<file path="src/nmdf_ram.sv">
// nmdf_ram: generic simple dual-port ram, one write port, one read port,
// registered read data; no dependencies
module nmdf_ram #(
   parameter int WIDTH = 32,
   parameter int DEPTH = 128
) (
   input  logic                     clock,
   input  logic                     wr_en,
   input  logic [$clog2(DEPTH)-1:0] wr_addr,
   input  logic [WIDTH-1:0]         wr_data,
   input  logic                     rd_en,
   input  logic [$clog2(DEPTH)-1:0] rd_addr,
   output logic [WIDTH-1:0]         rd_data
);

   logic [WIDTH-1:0] mem_ff [DEPTH];
   logic [WIDTH-1:0] rd_data_ff;

   always_ff @(posedge clock) begin
      if (wr_en) begin
         mem_ff[wr_addr] <= wr_data;
      end
      if (rd_en) begin
         rd_data_ff <= mem_ff[rd_addr];
      end
   end

   assign rd_data = rd_data_ff;

endmodule

</file>
<file path="config.mk">
export PLATFORM = sky130hd
export DESIGN_NAME = nmdf_ram
export DESIGN_NICKNAME = d
export VERILOG_FILES = /design/src/nmdf_ram.sv
export SDC_FILE = /design/constraint.sdc
export NUM_CORES = 2
export LEC_CHECK = 0
export ABC_AREA = 1
export BUFFER_PORTS_ARGS = -buffer_cell sky130_fd_sc_hd__buf_4
export CORE_MARGIN = 5
export CORE_UTILIZATION = 27
export CTS_CLUSTER_SIZE = 16
export DETAILED_ROUTE_END_ITERATION = 7
export GPL_TIMING_DRIVEN = 1
export PLACE_DENSITY = 0.43
export SLEW_MARGIN = 10
export SYNTH_ARGS = -nofsm -noshare
export SYNTH_HDL_FRONTEND = slang
export SYNTH_SLANG_ARGS = --single-unit
</file>
<file path="constraint.sdc">
create_clock -name clock -period 3.7 [get_ports clock]
set_input_delay 0.185 -clock clock [delete_from_list [all_inputs] [get_ports clock]]
set_output_delay 0.185 -clock clock [all_outputs]
set_load 0.01 [all_outputs]
</file>
==> results by group <==
CTS
  – Total CTS buffers: roughly 450
  – Clk sinks: between 4,000 and 5,000
  – H-Tree Level Count: 5
  – Root Driver: clkbuf_16
  – Clock-pin slew on the worst setup and hold paths: 0.06 ns
  – CTS Buffer Depth: 4
  – Postcts setup bufs: 0
  – Worst skew pair latency: 1.07 ns
  – TritonCTS clock tree: yes

Final layout
  – Commonest non-fill, non-tap cell in the layout: nand2_1
  – Non-Filler Instances: 22,062
  – Area occupied by multi-input gates: 37,300 sq um
  – NumNets Final: 13,631
  – Share of layout cells above drive strength 1: 9.52%
  – Synth-to-Final Area Change: 16.9%
  – Register area: 124,000 sq um
  – Commonest non-fill, non-tap cells in the layout: nand2_1 (4,143), edfxtp_1 (4,128), nand3_1 (4,035)
  – Design area: 193,000 sq um
  – Fillers: 60,846

Detailed routing
  – DR WL/cell: 26.6 um
  – Via/cell ratio: 4.88
  – Pre-antenna DRT Iters: 8
  – Vias after detailed routing: between 100k and 150k
  – Final wirelength: a little under 600 mm
  – Antenna viol nets, final: 0
  – Initial DRC Count: 10,979
  – Number of remaining DRC errors: 0

Synth
  – Syn Area/Cell: 12.3 sq um
  – Yosys warning count: 0
  – Syn Nets: 13,438
  – Synthesis-stage register bit count: 4,128
  – Sequential cell area fraction in the yosys report: 75.1%
  – Post-Syn Instances: 13,389
  – Post-synth cell types: 14
  – Syn Std Cell Area: 165,000 sq um

Placed design
  – Area post-placement: 178,000 sq um
  – Port buffer count: 80
  – Placed cell count: 21,177
  – GPL Wtd Cong: 0.791
  – Dpl hpwl: 332 mm

Floorplanning
  – I/O pin count: 81
  – Die height: 792 um
  – Core Area: 610,000 sq um
  – Initial core utilization: a little over a quarter
  – # rows: 287
  – Total die area: 627,000 sq um
  – Die W: between 700 and 800 um

Timing
  – RSZ-0062 raised after global routing: false
  – Hold Slack: roughly 0.069 ns
  – Slew headroom: 22.9%
  – Finish-stage setup viols: 0
  – Endpoints failing hold: 0
  – Final worst-path cycle share: ~80%
  – Max Clock Skew: 0.0943 ns
  – Fmax: 334 MHz
  – Minimum clock period: approximately 3 ns
  – Worst-Margin Slew: 1.16 ns
  – Max Slew Vio Count: 0

Job
  – Max Cap Viol: 0

Power
  – Internal Power: 77.6 mW
  – Cell leakage power: 65.4 nW
  – Sequential Power Share: 50.9%
  – Combinational Power Share: 6.6%
  – Power Density: 529 nW/um^2
  – Clock power frac: 42.5%
  – Sw Pwr: roughly 24 mW
  – Sw Ratio: 23.9%
  – VDD IR-drop max: 0.376 mV

Global route
  – Initial antenna violation count: 65
  – Largest net degree at the start of global routing: about 140
  – Number of global-route vias before repair: 102,153
  – First-pass GRT wire length: 821 mm
  – Total GRT Usage: 18.1%
  – GRT overflow: 0

Setup path
  – Crit path max-delay family: simple AND/OR/NAND/NOR gates
  – Max stage delay on crit path: 0.63 ns
  – CP Cell Sequence: buf_16 > buf_12 > buf_4 > buf_4 > nand2_1 > nand3_1 > nand3_1 > nand3_1 > nand3_1 > nand3_1 > nand3_1 > nand2_1
  – Crit Path Category: in2reg
  – CP endpoint kind: register
  – R2R cell count: 8
  – Worst EP arrival: approximately 3.8 ns
  – Required @ worst endpoint: 4.54 ns
  – Critical Path Source Type: input port
  – CP max FO: 66
  – WP buf/inv: 4
  – CP max stage cell: buf_4
  – Top cell by count, worst path: nand3_1
  – Worst path depth: 12

Min path
  – Min-Delay Path Depth: 6
  – Hold crit path type: in2reg

Run status
  – Status: finished clean
[registers in the layout, indices dropped and copies added, names as in the netlist]
register  cells
rd_data      32
mem_ff     4096
[cell type report]
cell class                 count  area share (%)
clock buffer                 568            6.08
timing repair buffer         652            3.82
multi-input combinational   8328            19.3
sequential                  4128            64.3
antenna                       26          0.0337
clock inverter               244            1.11
inverter                      24          0.0746
tap                         8092            5.25
[power groups by stage]
stage	Clock, mW	Sequential (mW)	Combinational, mW
global route	46.2	51.8	7.23
CTS	44.3	51.8	6.84
finish	43.3	51.9	6.72
global placement	0	52.8	6.78
floorplan	0	52.7	3.10
detailed placement	0	52.8	6.77
[worst min-delay path, delay by kind of cell]
kind	cells	cell delay [ns]
buf+inv	2	0.33
simple gates	4	0.39
[metrics by stage]
stage	worst slack (ns)	util (%)	power, mW	setup TNS, ns
2_1_floorplan	1.12	-	55.8	0
3_3_place_gp	-0.315	29.2	59.6	-0.815
3_5_place_dp	-0.307	29.2	59.6	-0.869
4_1_cts	0.803	31.6	103	0
5_1_grt	0.686	31.6	105	0
6_report	0.709	31.6	102	0
[timing repair]
item | in CTS | in global routing
endpoints found under the hold margin | 3542 | 0
hold buffers | 47 | 0
resized for setup | 0 | 0
[cells in the mapped netlist, drive strengths merged]
cell type / instances / share of area (%)
clkbuf: 109 / 0.25
nor3: 8 / 0.024
edfxtp: 4128 / 75
inv: 24 / 0.058
nor2: 134 / 0.30
buf: 800 / 2.5
nand3: 4035 / 12
nand2: 4151 / 9.4
[final timing paths]
| path | endpoint | from | slack [ns] |
|---|---|---|---|
| worst max-delay path | rd_data[5]$_DFFE_PP_ | rd_addr[0] | 0.71 |
| worst min-delay path | rd_data[10]$_DFFE_PP_ | rd_addr[4] | 0.07 |
| worst max register to register | rd_data[20]$_DFFE_PP_ | mem_ff[46][20]$_DFFE_PP_ | 0.98 |
| worst min register to register | rd_data[18]$_DFFE_PP_ | mem_ff[8][18]$_DFFE_PP_ | 0.99 |
[logic make-up after synthesis]
group / Yosys count / share of synthesized area, %
AND/OR/NAND/NOR: 8328 / 22.0
flip-flops: 4128 / 75.1
buffers and inverters: 933 / 2.84
[metal layers]
metal  wire length (um)  GRT usage [%]  share of wire [%]  vias up
li1                   -              -                  -    48475
met1             263000           25.8                 45    55161
met2             275000           29.4                 47     3279
met3              34600           2.36                5.9      660
met4              14000           4.19                2.4       16
met5                 98              0              0.017        -
Note: power is estimated with default switching activity, not from simulation.
